File: src/hw/rtl/lcg48_pkg.sv
// ============================================================================
// lcg48_pkg - shared constants for the 48-bit LCG random generator
// Widths, generator constants and request codes used by all blocks.
// ============================================================================
package lcg48_pkg;

    localparam int STATE_W = 48;
    localparam int HALF_W  = 24;
    localparam int MULT_W  = 35;
    localparam int NB_W    = 6;
    localparam int BOUND_W = 31;
    localparam int VALUE_W = 64;
    localparam int REQ_W   = 2;

    localparam logic [MULT_W-1:0]  LCG_MULT = 35'h5_DEEC_E66D;
    localparam logic [STATE_W-1:0] LCG_ADD  = 48'hB;

    // request codes
    localparam logic [REQ_W-1:0] REQ_RAW  = 2'd0;
    localparam logic [REQ_W-1:0] REQ_BND  = 2'd1;
    localparam logic [REQ_W-1:0] REQ_LONG = 2'd2;
    localparam logic [REQ_W-1:0] REQ_DBL  = 2'd3;

endpackage

File: src/hw/rtl/lcg48_stream_if.sv
// ============================================================================
// lcg48 stream interfaces
// Valid/ready channels for requests and for drawn values.
// ============================================================================
interface lcg48_req_if;
    logic                                valid;
    logic                                ready;
    logic [lcg48_pkg::REQ_W-1:0]         req_type;
    logic [lcg48_pkg::NB_W-1:0]          bit_count;
    logic [lcg48_pkg::BOUND_W-1:0]       bound;

    modport source (output valid, output req_type, output bit_count, output bound,
                    input ready);
    modport sink   (input valid, input req_type, input bit_count, input bound,
                    output ready);
endinterface

interface lcg48_rsp_if;
    logic                                valid;
    logic                                ready;
    logic [lcg48_pkg::VALUE_W-1:0]       value;

    modport source (output valid, output value, input ready);
    modport sink   (input valid, input value, output ready);
endinterface

File: src/hw/rtl/lcg48_random_generator_unit.sv
// ============================================================================
// lcg48_random_generator_unit - 48-bit LCG random generator
// Sequencer around a shared LCG step unit and an iterative remainder unit.
// ============================================================================
// Usage:
//   req  : request beats (req_type, bit_count, bound). ready is high only
//          while the sequencer is idle; one request is worked at a time.
//   rsp  : one 64-bit value beat per request, held in an output register.
//   seed_we / seed_wdata : a write loads state = seed xor 0x5DEECE66D.
//          Write only when no request is in flight.
// Work per request: an LCG step runs on the shared 24x35 multiplier and the
// remainder is found bit-serially:
//   raw draw            : an LCG step
//   long / double       : two LCG steps
//   bounded, power of 2 : an LCG step, then a scale by n
//   bounded, other n    : an LCG step and a remainder, again for each rejected draw
// Requests do not overlap: a new one is accepted only once the last value has left the sequencer.
// Reset puts the state at 0 xor multiplier and empties the output register.
// When the receiver stalls, the finished value waits in the output register;
// the next request is still accepted and worked, and its value waits in the
// sequencer until the output register frees up.
// ============================================================================
module lcg48_random_generator_unit
(
    input  logic                               clk,
    input  logic                               rst_n,
    lcg48_req_if.sink                          req,
    lcg48_rsp_if.source                        rsp,
    input  logic                               seed_we,
    input  logic [lcg48_pkg::STATE_W-1:0]      seed_wdata
);

    localparam int SW = lcg48_pkg::STATE_W;
    localparam int BW = lcg48_pkg::BOUND_W;
    localparam int VW = lcg48_pkg::VALUE_W;
    localparam int NW = lcg48_pkg::NB_W;

    // sequencer codes
    localparam logic [2:0] S_IDLE = 3'd0;
    localparam logic [2:0] S_DRAW = 3'd1;   // waiting on LCG step
    localparam logic [2:0] S_MOD  = 3'd2;   // waiting on remainder
    localparam logic [2:0] S_POW  = 3'd3;   // power-of-two scale
    localparam logic [2:0] S_DONE = 3'd4;   // result waits for output slot

    logic [2:0]                  state_reg, state_next;
    logic [SW-1:0]               lcg_reg, lcg_next;
    logic [lcg48_pkg::REQ_W-1:0] req_reg, req_next;
    logic [NW-1:0]               nb_reg, nb_next;
    logic [BW-1:0]               bound_reg, bound_next;
    logic [BW-1:0]               d31_reg, d31_next;
    logic [VW-1:0]               acc_reg, acc_next;
    logic [VW-1:0]               res_reg, res_next;
    logic                        second_reg, second_next;
    logic                        out_valid_reg, out_valid_next;
    logic [VW-1:0]               out_value_reg, out_value_next;

    logic                        accept;
    logic                        step_start, step_done;
    logic [SW-1:0]               step_result;
    logic                        mod_start, mod_done;
    logic [BW-1:0]               mod_rem;
    logic [31:0]                 d32;
    logic [4:0]                  raw_shift;
    logic                        pow2;
    logic [BW:0]                 reject_sum;
    logic [2*BW-1:0]             pow_prod;
    logic [NW-1:0]               nb_sat;

    assign accept    = req.valid && req.ready;
    assign req.ready = (state_reg == S_IDLE);

    // saturate bit count to 1..32
    always_comb
    begin
        nb_sat = req.bit_count;
        if (req.bit_count == '0)
        begin
            nb_sat = NW'(1);
        end
        else if (req.bit_count > NW'(32))
        begin
            nb_sat = NW'(32);
        end
    end

    assign d32        = step_result[SW-1:SW-32];
    assign raw_shift  = 5'(NW'(32) - nb_reg);
    assign pow2       = ((bound_reg & (bound_reg - BW'(1))) == '0);
    // published rejection test: d - val + (n - 1) > 2^31 - 1
    assign reject_sum = {1'b0, d31_reg} - {1'b0, mod_rem} + {1'b0, bound_reg}
                      - (BW+1)'(1);
    assign pow_prod   = (2*BW)'(bound_reg) * (2*BW)'(d31_reg);

    always_comb
    begin
        state_next     = state_reg;
        lcg_next       = lcg_reg;
        req_next       = req_reg;
        nb_next        = nb_reg;
        bound_next     = bound_reg;
        d31_next       = d31_reg;
        acc_next       = acc_reg;
        res_next       = res_reg;
        second_next    = second_reg;
        out_valid_next = out_valid_reg;
        out_value_next = out_value_reg;
        step_start     = 1'b0;
        mod_start      = 1'b0;

        if (rsp.ready)
        begin
            out_valid_next = 1'b0;
        end

        unique case (state_reg)
            S_IDLE:
            begin
                if (accept)
                begin
                    req_next    = req.req_type;
                    nb_next     = nb_sat;
                    bound_next  = req.bound;
                    second_next = 1'b0;
                    step_start  = 1'b1;
                    state_next  = S_DRAW;
                end
            end
            S_DRAW:
            begin
                if (step_done)
                begin
                    lcg_next = step_result;
                    unique case (req_reg)
                        lcg48_pkg::REQ_RAW:
                        begin
                            res_next   = VW'(d32 >> raw_shift);
                            state_next = S_DONE;
                        end
                        lcg48_pkg::REQ_BND:
                        begin
                            d31_next = step_result[SW-1:SW-BW];
                            if (pow2)
                            begin
                                state_next = S_POW;
                            end
                            else
                            begin
                                mod_start  = 1'b1;
                                state_next = S_MOD;
                            end
                        end
                        lcg48_pkg::REQ_LONG:
                        begin
                            if (!second_reg)
                            begin
                                acc_next    = {d32, 32'd0};
                                second_next = 1'b1;
                                step_start  = 1'b1;
                            end
                            else
                            begin
                                res_next   = acc_reg + {{32{d32[31]}}, d32};
                                state_next = S_DONE;
                            end
                        end
                        lcg48_pkg::REQ_DBL:
                        begin
                            if (!second_reg)
                            begin
                                acc_next    = VW'(step_result[SW-1:SW-26]);
                                second_next = 1'b1;
                                step_start  = 1'b1;
                            end
                            else
                            begin
                                res_next   = {11'd0, acc_reg[25:0], step_result[SW-1:SW-27]};
                                state_next = S_DONE;
                            end
                        end
                        default:
                        begin
                            state_next = S_DONE;
                        end
                    endcase
                end
            end
            S_MOD:
            begin
                if (mod_done)
                begin
                    if (reject_sum > (BW+1)'(32'h7FFF_FFFF))
                    begin
                        step_start = 1'b1;
                        state_next = S_DRAW;
                    end
                    else
                    begin
                        res_next   = VW'(mod_rem);
                        state_next = S_DONE;
                    end
                end
            end
            S_POW:
            begin
                res_next   = VW'(pow_prod[2*BW-1:BW]);
                state_next = S_DONE;
            end
            S_DONE:
            begin
                if (!out_valid_reg || rsp.ready)
                begin
                    out_valid_next = 1'b1;
                    out_value_next = res_reg;
                    state_next     = S_IDLE;
                end
            end
            default:
            begin
                state_next = S_IDLE;
            end
        endcase

        if (seed_we)
        begin
            lcg_next = seed_wdata ^ SW'(lcg48_pkg::LCG_MULT);
        end
    end

    always_ff @(posedge clk or negedge rst_n)
    begin
        if (!rst_n)
        begin
            state_reg     <= S_IDLE;
            lcg_reg       <= SW'(lcg48_pkg::LCG_MULT);
            out_valid_reg <= 1'b0;
            second_reg    <= 1'b0;
        end
        else
        begin
            state_reg     <= state_next;
            lcg_reg       <= lcg_next;
            out_valid_reg <= out_valid_next;
            second_reg    <= second_next;
        end
    end

    always_ff @(posedge clk)
    begin
        req_reg       <= req_next;
        nb_reg        <= nb_next;
        bound_reg     <= bound_next;
        d31_reg       <= d31_next;
        acc_reg       <= acc_next;
        res_reg       <= res_next;
        out_value_reg <= out_value_next;
    end

    // the step unit takes the state as it is written this cycle
    lcg48_step u_step
    (
        .clk      (clk),
        .rst_n    (rst_n),
        .start    (step_start),
        .state_in (lcg_next),
        .done     (step_done),
        .result   (step_result)
    );

    lcg48_mod u_mod
    (
        .clk       (clk),
        .rst_n     (rst_n),
        .start     (mod_start),
        .dividend  (step_result[SW-1:SW-BW]),
        .divisor   (bound_reg),
        .done      (mod_done),
        .remainder (mod_rem)
    );

    assign rsp.valid = out_valid_reg;
    assign rsp.value = out_value_reg;

endmodule

File: src/hw/rtl/lcg48_step.sv
// ============================================================================
// lcg48_step - one LCG advance
// state*MULT + ADD mod 2^48 on a shared 24x35 multiplier, two passes.
// ============================================================================
module lcg48_step
(
    input  logic                               clk,
    input  logic                               rst_n,
    input  logic                               start,
    input  logic [lcg48_pkg::STATE_W-1:0]      state_in,
    output logic                               done,
    output logic [lcg48_pkg::STATE_W-1:0]      result
);

    localparam int PROD_W = lcg48_pkg::HALF_W + lcg48_pkg::MULT_W;

    logic                              phase_reg;
    logic [lcg48_pkg::HALF_W-1:0]      hi_reg;
    logic [lcg48_pkg::STATE_W-1:0]     part_reg;
    logic [lcg48_pkg::STATE_W-1:0]     result_reg;
    logic                              done_reg;
    logic [lcg48_pkg::HALF_W-1:0]      mul_a;
    logic [PROD_W-1:0]                 mul_p;

    // pass 0: low half times full multiplier; pass 1: high half, low 24 bits kept
    assign mul_a = phase_reg ? hi_reg : state_in[lcg48_pkg::HALF_W-1:0];
    assign mul_p = PROD_W'(mul_a) * PROD_W'(lcg48_pkg::LCG_MULT);

    always_ff @(posedge clk or negedge rst_n)
    begin
        if (!rst_n)
        begin
            phase_reg <= 1'b0;
            done_reg  <= 1'b0;
        end
        else
        begin
            done_reg <= 1'b0;
            if (phase_reg)
            begin
                phase_reg <= 1'b0;
                done_reg  <= 1'b1;
            end
            else if (start)
            begin
                phase_reg <= 1'b1;
            end
        end
    end

    always_ff @(posedge clk)
    begin
        if (phase_reg)
        begin
            result_reg <= part_reg
                        + {mul_p[lcg48_pkg::HALF_W-1:0], {lcg48_pkg::HALF_W{1'b0}}}
                        + lcg48_pkg::LCG_ADD;
        end
        else if (start)
        begin
            part_reg <= mul_p[lcg48_pkg::STATE_W-1:0];
            hi_reg   <= state_in[lcg48_pkg::STATE_W-1:lcg48_pkg::HALF_W];
        end
    end

    assign done   = done_reg;
    assign result = result_reg;

endmodule

File: src/hw/rtl/lcg48_mod.sv
// ============================================================================
// lcg48_mod - iterative remainder
// Restoring division, one dividend bit per cycle, remainder only.
// ============================================================================
module lcg48_mod
(
    input  logic                               clk,
    input  logic                               rst_n,
    input  logic                               start,
    input  logic [lcg48_pkg::BOUND_W-1:0]      dividend,
    input  logic [lcg48_pkg::BOUND_W-1:0]      divisor,
    output logic                               done,
    output logic [lcg48_pkg::BOUND_W-1:0]      remainder
);

    localparam int W     = lcg48_pkg::BOUND_W;
    localparam int CNT_W = $clog2(W);

    logic             busy_reg;
    logic             done_reg;
    logic [CNT_W-1:0] cnt_reg;
    logic [W-1:0]     quo_reg;
    logic [W-1:0]     rem_reg;
    logic [W:0]       trial;
    logic [W:0]       diff;
    logic [W-1:0]     rem_next;

    assign trial    = {rem_reg, quo_reg[W-1]};
    assign diff     = trial - {1'b0, divisor};
    assign rem_next = (trial >= {1'b0, divisor}) ? diff[W-1:0] : trial[W-1:0];

    always_ff @(posedge clk or negedge rst_n)
    begin
        if (!rst_n)
        begin
            busy_reg <= 1'b0;
            done_reg <= 1'b0;
            cnt_reg  <= '0;
        end
        else
        begin
            done_reg <= 1'b0;
            if (busy_reg)
            begin
                cnt_reg <= cnt_reg - CNT_W'(1);
                if (cnt_reg == '0)
                begin
                    busy_reg <= 1'b0;
                    done_reg <= 1'b1;
                end
            end
            else if (start)
            begin
                busy_reg <= 1'b1;
                cnt_reg  <= CNT_W'(W - 1);
            end
        end
    end

    always_ff @(posedge clk)
    begin
        if (busy_reg)
        begin
            rem_reg <= rem_next;
            quo_reg <= {quo_reg[W-2:0], 1'b0};
        end
        else if (start)
        begin
            rem_reg <= '0;
            quo_reg <= dividend;
        end
    end

    assign done      = done_reg;
    assign remainder = rem_reg;

endmodule

File: src/flat_wrapper.sv
// flat-port wrapper written by rule: the top's interface ports become plain ports
module lcg48_random_generator_unit_flat 
  (clk, rst_n, seed_we, seed_wdata, req_valid, req_req_type, req_bit_count, req_bound, req_ready, rsp_valid, rsp_value, rsp_ready);
  lcg48_req_if req_i ();
  lcg48_rsp_if rsp_i ();
  input  logic clk;
  input  logic rst_n;
  input  logic seed_we;
  input  logic [lcg48_pkg::STATE_W-1:0] seed_wdata;
  input wire logic [$bits(req_i.valid)-1:0] req_valid;
  input wire logic [$bits(req_i.req_type)-1:0] req_req_type;
  input wire logic [$bits(req_i.bit_count)-1:0] req_bit_count;
  input wire logic [$bits(req_i.bound)-1:0] req_bound;
  output wire logic [$bits(req_i.ready)-1:0] req_ready;
  output wire logic [$bits(rsp_i.valid)-1:0] rsp_valid;
  output wire logic [$bits(rsp_i.value)-1:0] rsp_value;
  input wire logic [$bits(rsp_i.ready)-1:0] rsp_ready;
  assign req_i.valid = req_valid;
  assign req_i.req_type = req_req_type;
  assign req_i.bit_count = req_bit_count;
  assign req_i.bound = req_bound;
  assign req_ready = req_i.ready;
  assign rsp_valid = rsp_i.valid;
  assign rsp_value = rsp_i.value;
  assign rsp_i.ready = rsp_ready;
  lcg48_random_generator_unit u_core (.clk(clk), .rst_n(rst_n), .req(req_i), .rsp(rsp_i), .seed_we(seed_we), .seed_wdata(seed_wdata));
endmodule
File: config.mk
export PLATFORM = sky130hd
export DESIGN_NAME = lcg48_random_generator_unit_flat
export DESIGN_NICKNAME = d
export VERILOG_FILES = /design/src/hw/rtl/lcg48_pkg.sv /design/src/hw/rtl/lcg48_stream_if.sv /design/src/hw/rtl/lcg48_random_generator_unit.sv /design/src/hw/rtl/lcg48_step.sv /design/src/hw/rtl/lcg48_mod.sv /design/src/flat_wrapper.sv
export SDC_FILE = /design/constraint.sdc
export NUM_CORES = 2
export LEC_CHECK = 0
export BUFFER_PORTS_ARGS = -buffer_cell sky130_fd_sc_hd__buf_4
export CORE_ASPECT_RATIO = 1.4
export CORE_MARGIN = 4
export CORE_UTILIZATION = 55
export CTS_CLUSTER_SIZE = 10
export DETAILED_ROUTE_END_ITERATION = 12
export PLACE_DENSITY = 0.76
export SETUP_SLACK_MARGIN = 0.2
export SLEW_MARGIN = 40
export SYNTH_ARGS = -nofsm -noshare
export SYNTH_HDL_FRONTEND = slang
export SYNTH_SLANG_ARGS = --single-unit
File: constraint.sdc
create_clock -name clk -period 34.8 [get_ports clk]
set_input_delay 1.74 -clock clk [delete_from_list [all_inputs] [get_ports clk]]
set_output_delay 1.74 -clock clk [all_outputs]
set_load 0.05 [all_outputs]
### Yosys cells after proc, flatten, opt, wreduce, memory -nomap -nowiden

Cells that the tools add are included.
Widths: inputs -> output; s select.

| storage, ports and cells | value |
|---|---|
| register bits | 505 |
| output and inout bits | 66 |
| word-level logic and storage cells | 140 |

| cells by class | value |
|---|---|
| add/subtract/negate cells | 10 |
| multipliers | 2 |
| order comparisons | 3 |
| equal/unequal tests | 19 |
| shift-type cells | 1 |
| muxes and demuxes | 57 |
| bitwise logic cells | 3 |
| reduce and logical (&&, ||, !) cells | 22 |

Operators with widths:

| kind | number |
|---|---|
| $mux 64 | 7 |
| $pmux 64 s3 | 2 |
| $mux 31 | 5 |
| $mux 48 | 3 |
| $pmux 64 s2 | 1 |
| $add 64x64->64 | 1 |
| $shr 32x5->64 | 1 |
| $mul 31x31->62 | 1 |
| $add 48x4->48 const B | 1 |
| $add 48x48->48 | 1 |
| $mul 24x35->48 const B | 1 |
| $add 32x31->32 | 1 |
| $ge 32x31->1 | 1 |
| $gt 32x31->1 const B | 1 |
| $sub 31x31->32 | 1 |
| $sub 32x1->32 const B | 1 |
| $and 31x31->31 | 1 |
| $logic_not 31->1 | 1 |
| $sub 31x1->31 const B | 1 |
| $sub 31x31->31 | 1 |
| $mux 1 | 26 |
| $mux 24 | 1 |
| $not 23->23 | 1 |
| $mux 3 | 6 |
| 33 further kinds | 50 |

### Longest topological paths before layout

| logic depth | value |
|---|---|
| depth after elaboration | 9 |
| mapped depth | 41 |
| gate-level depth less buffers | 39 |

### By module

From an unflattened synthesis, not the netlist that was laid out.

| second synthesis, totals | value |
|---|---|
| cell total of the unflattened synthesis | 7,516 |
| area total of the unflattened synthesis | 72,259.3 µm² |

By module, submodules not included:

| module | instances | cells each | area each (µm²) | sequential area each (µm²) |
|---|---|---|---|---|
| lcg48_random_generator_unit | 1 | 5,266 | 48,444.0 | 9,012.4 |
| lcg48_step | 1 | 1,777 | 19,035.8 | 3,653.5 |
| lcg48_mod | 1 | 473 | 4,779.6 | 2,026.9 |

### Worst setup path after synthesis

OpenSTA, ideal clock, no wires.

| timing | value |
|---|---|
| path kind | register -> register |
| start | register u_core.state_reg[2] |
| end | register u_core.u_step.phase_reg |
| setup time | 1.259 ns |
| data arrival time | 17.255 ns |
| slack | 16.286 ns |
| stages on the path, launching flop included | 7 |
| path buffers | 2 |
| cell sequence | dfrtp_1 -> nor4b_1 -> clkbuf_1 -> clkbuf_1 -> nor3b_1 -> a211oi_1 -> a2111oi_0 |

| on the way | value |
|---|---|
| cells in the longest elaborated chain, start to end | 6 |

RTL lines:

| what | line | RTL |
|---|---|---|
| start, declared | lcg48_random_generator_unit.sv:45 | `logic [2:0] state_reg, state_next;` |
| start signal, assigned | lcg48_random_generator_unit.sv:240 | `state_reg <= state_next;` |
| $logic_not 3->1 | lcg48_random_generator_unit.sv:70, lcg48_random_generator_unit.sv:115 |  |
| $logic_and 1x1->1 | lcg48_random_generator_unit.sv:69 | `assign accept = req.valid && req.ready;` |
| $mux 1 | lcg48_random_generator_unit.sv:118 | `if (accept)` |
| $pmux 1 s3 (*) | lcg48_random_generator_unit.sv:115 | `unique case (state_reg)` |
| $mux 1 (*) | lcg48_step.sv:44 | `else if (start)` |
| $mux 1 (*) | lcg48_step.sv:39 | `if (phase_reg)` |
| end signal, assigned | lcg48_step.sv:33 | `phase_reg <= 1'b0;` |
| end signal, assigned | lcg48_step.sv:41 | `phase_reg <= 1'b0;` |
| end signal, assigned | lcg48_step.sv:46 | `phase_reg <= 1'b1;` |
| end, declared | lcg48_step.sv:17 | `logic phase_reg;` |

Every way passes the cells marked *; elsewhere a longest branch is shown, timed or not.
A chain may end at the register's enable or synchronous reset.

### Worst setup path after layout

| timing | value |
|---|---|
| start | register u_core.d31_reg[6] |
| end | register u_core.res_reg[24] (data pin) |

| on the way | value |
|---|---|
| cells in the longest elaborated chain, start to end | 2 |

RTL lines:

| what | line | RTL |
|---|---|---|
| start, declared | lcg48_random_generator_unit.sv:50 | `logic [BW-1:0] d31_reg, d31_next;` |
| start signal, assigned | lcg48_random_generator_unit.sv:252 | `d31_reg <= d31_next;` |
| $mul 31x31->62 | lcg48_random_generator_unit.sv:92 | `assign pow_prod = (2*BW)'(bound_reg) * (2*BW)'(d31_reg);` |
| $pmux 64 s3 | lcg48_random_generator_unit.sv:115 |  |
| net u_core.res_next[24] | lcg48_random_generator_unit.sv:52 | `logic [VW-1:0] res_reg, res_next;` |
| end signal, assigned | lcg48_random_generator_unit.sv:254 | `res_reg <= res_next;` |
| end, declared | lcg48_random_generator_unit.sv:52 |  |

The timed path passes the listed nets, and every way through them passes these cells.

==> flow_summary.json <==
{
  "cts.sinks": 499,
  "cap_viol_max_count": 0,
  "core_um2": 128000,
  "worst-path-max-fanout": 25,
  "syn_avg_cell_area_um2": 9.77,
  "synthArstFlopShare_pct": 12.4,
  "die-width_um": 312,
  "crit_start": "u_core.d31_reg[6]$_DFFE_PP_",
  "path_clk_slew_ps": 60,
  "die_h_um": 433,
  "yosysSeqAreaShare_pct": 20.7,
  "grt_pass1_wl_mm": 384,
  "fmax_mhz": 97.1,
  "slew_violations": 0,
  "synth_edf_count": 436,
  "synth_warnings": 0,
  "clock_latency_ps": 720,
  "syn_area_um2": 70900,
  "synth-seq-cells": 499,
  "route.detailed.drc": 0,
  "max_slew_margin_pct": 32.8,
  "fin_nets": 9232,
  "grt_overflow_total": 0,
  "ys_types": 91,
  "drtIter0Drc": 5120,
  "io_buffers": 157,
  "status": "finished, final reports clean",
  "critPathKind": "register to register",
  "die-area_um2": 135000,
  "worst_pin_slew_ps": 1010,
  "r2r_cells": 24,
  "postRouteAntennaNets": 0,
  "io_pins": 158,
  "rsz0062_at_grt": "false",
  "cts_tree": "yes",
  "period_share_pct": 29.6,
  "synth_top_flop_cell": "edfxtp_1",
  "cts-resized-gates": 0,
  "dp_hpwl_mm": 209,
  "final_common_cell": "inv_1",
  "drt_pass1_iterations": 6,
  "post_cts_buffers": 0,
  "setup_viol": 0,
  "area_growth_pct": 7.16,
  "finalWirelength_mm": 263,
  "fin_skew_ps": 98.9,
  "cts.htree.levels": 2,
  "final_cell_mix": "inv_1, fa_1, nand2_1",
  "gp_congestion": 1.12,
  "final_util_pct": 59.5,
  "cts_made_buffers": 59,
  "worstReg2RegStart": "u_core.d31_reg[6]$_DFFE_PP_",
  "num_vias": 55300,
  "cts_max_path_buffers": 3,
  "fin_tns_setup_ps": 0,
  "arrival_ps": 10690,
  "drive_above_1_share_pct": 6.53,
  "hold_viol_final": 0,
  "clock_tree.root_cell": "clkbuf_16",
  "min_path_cells": 0,
  "grt_pass1_vias": 59300,
  "start_util_pct": 55.5,
  "routedWlPerCell_um": 29.2,
  "synth_cells": 7257,
  "track_usage_pct": 39.4,
  "worstSetupStartpointType": "register",
  "grt_max_degree": 75,
  "vias_per_cell": 6.14,
  "fp-row-count": 155,
  "cts_hold_buf": 0,
  "setup.worst_path.end": "u_core.res_reg[24]$_DFFE_PP_",
  "cp.required_ps": 35200,
  "syn_nets": 9173,
  "antenna_found_initial": 13,
  "endpoint_kind": "register",
  "rr_endpoint": "u_core.res_reg[24]$_DFFE_PP_",
  "min_from": "u_core.res_reg[50]$_DFFE_PP_",
  "worstHoldPathType": "register to register",
  "period_needed_ps": 10300,
  "rrSetupSlack_ps": 24500
}
==> logic make-up after synthesis <==
logic type	count (synthesis)	share of synthesized area (%)
AO/OA/AOI/OAI	967	8.68
XOR/XNOR	232	2.86
adder cells (fa/ha/maj)	1826	45.1
buffers and inverters	1750	9.29
flip-flops	499	20.7
multiplexers	126	2.11
AND/OR/NAND/NOR	1857	11.2
==> synth_stat cells, types with 30 or more instances <==
cell	count	area, µm²
inv_1	1416	5320
fa_1	1219	24400
nand2_1	878	3300
ha_1	605	7570
nor2_1	565	2120
edfxtp_1	436	13100
a21oi_1	284	1420
clkbuf_1	248	931
o21ai_0	210	1050
xnor2_1	151	1320
a21o_1	140	1050
nor2b_1	115	719
mux2i_1	91	911
xor2_1	81	709
a211oi_1	61	458
nand3_1	55	275
nand4_1	49	307
buf_1	47	176
and2_1	43	269
dfrtp_1	39	976
nor3_1	38	190
a31oi_1	31	194
o21bai_1	30	225
==> through the flow <==
stage | setup WS [ps] | cells | hold WS, ps | area (µm²)
floorplan | 16290 | 7257 | 400 | 70900
global placement | 24420 | 8899 | 403 | 74100
detailed placement | 24150 | 8899 | 405 | 74200
CTS | 24750 | 8998 | 414 | 75900
global route | 24210 | 9004 | 422 | 76000
finish | 24500 | 9008 | 414 | 76000
==> cell type report <==
cell class | instances | area (µm²)
Antenna cell | 6 | 15.0
Clock buffer | 89 | 1620
Clock inverter | 10 | 130
Inverter | 1445 | 5430
Timing Repair Buffer | 303 | 2310
Fill cell | 10900 | 51800
Multi-Input combinational cell | 5008 | 49700
Tap cell | 1648 | 2060
Sequential cell | 499 | 14700
==> routing by layer <==
metal | GRT usage, % | vias up | routed length [µm]
met3 | 8.50 | 1387 | 21700
li1 | - | 23100 | -
met4 | 39.1 | 12 | 33900
met2 | 67.3 | 3186 | 128000
met5 | 0.0361 | - | 81
met1 | 39.3 | 27600 | 79100
==> how the worst min path moves through the flow <==
| stage | endpoint | slack, ps |
|---|---|---|
| 2_1_floorplan | u_core.rsp.value[0]$_DFFE_PP_ | 400 |
| 3_3_place_gp | u_core.rsp.value[47]$_DFFE_PP_ | 400 |
| 3_5_place_dp | u_core.rsp.value[21]$_DFFE_PP_ | 400 |
| 4_1_cts | u_core.rsp.value[55]$_DFFE_PP_ | 410 |
| 5_1_grt | u_core.rsp.value[53]$_DFFE_PP_ | 420 |
| 6_report | u_core.rsp.value[50]$_DFFE_PP_ | 410 |
==> worst max-delay path, cell delays in order (launching register included) <==
cell and delay (ps):
edfxtp_1 770, clkinv_2 780, nor2_1 340, fa_1 570, fa_1 510, fa_1 560, inv_1 60, fa_1 480
inv_1 50, fa_1 480, fa_1 590, fa_1 460, fa_1 480, ha_1 390, nand2_1 100, nor2_1 40
a2111oi_0 620, buf_4 230, o211ai_1 210, a311oi_1 790, o41a_1 350, o21ai_1 150, xor2_1 190, mux2i_1 550
a21oi_1 160
Power is not shown: default switching activity piles up to over one toggle a cycle in this logic, so the estimate is an artifact.
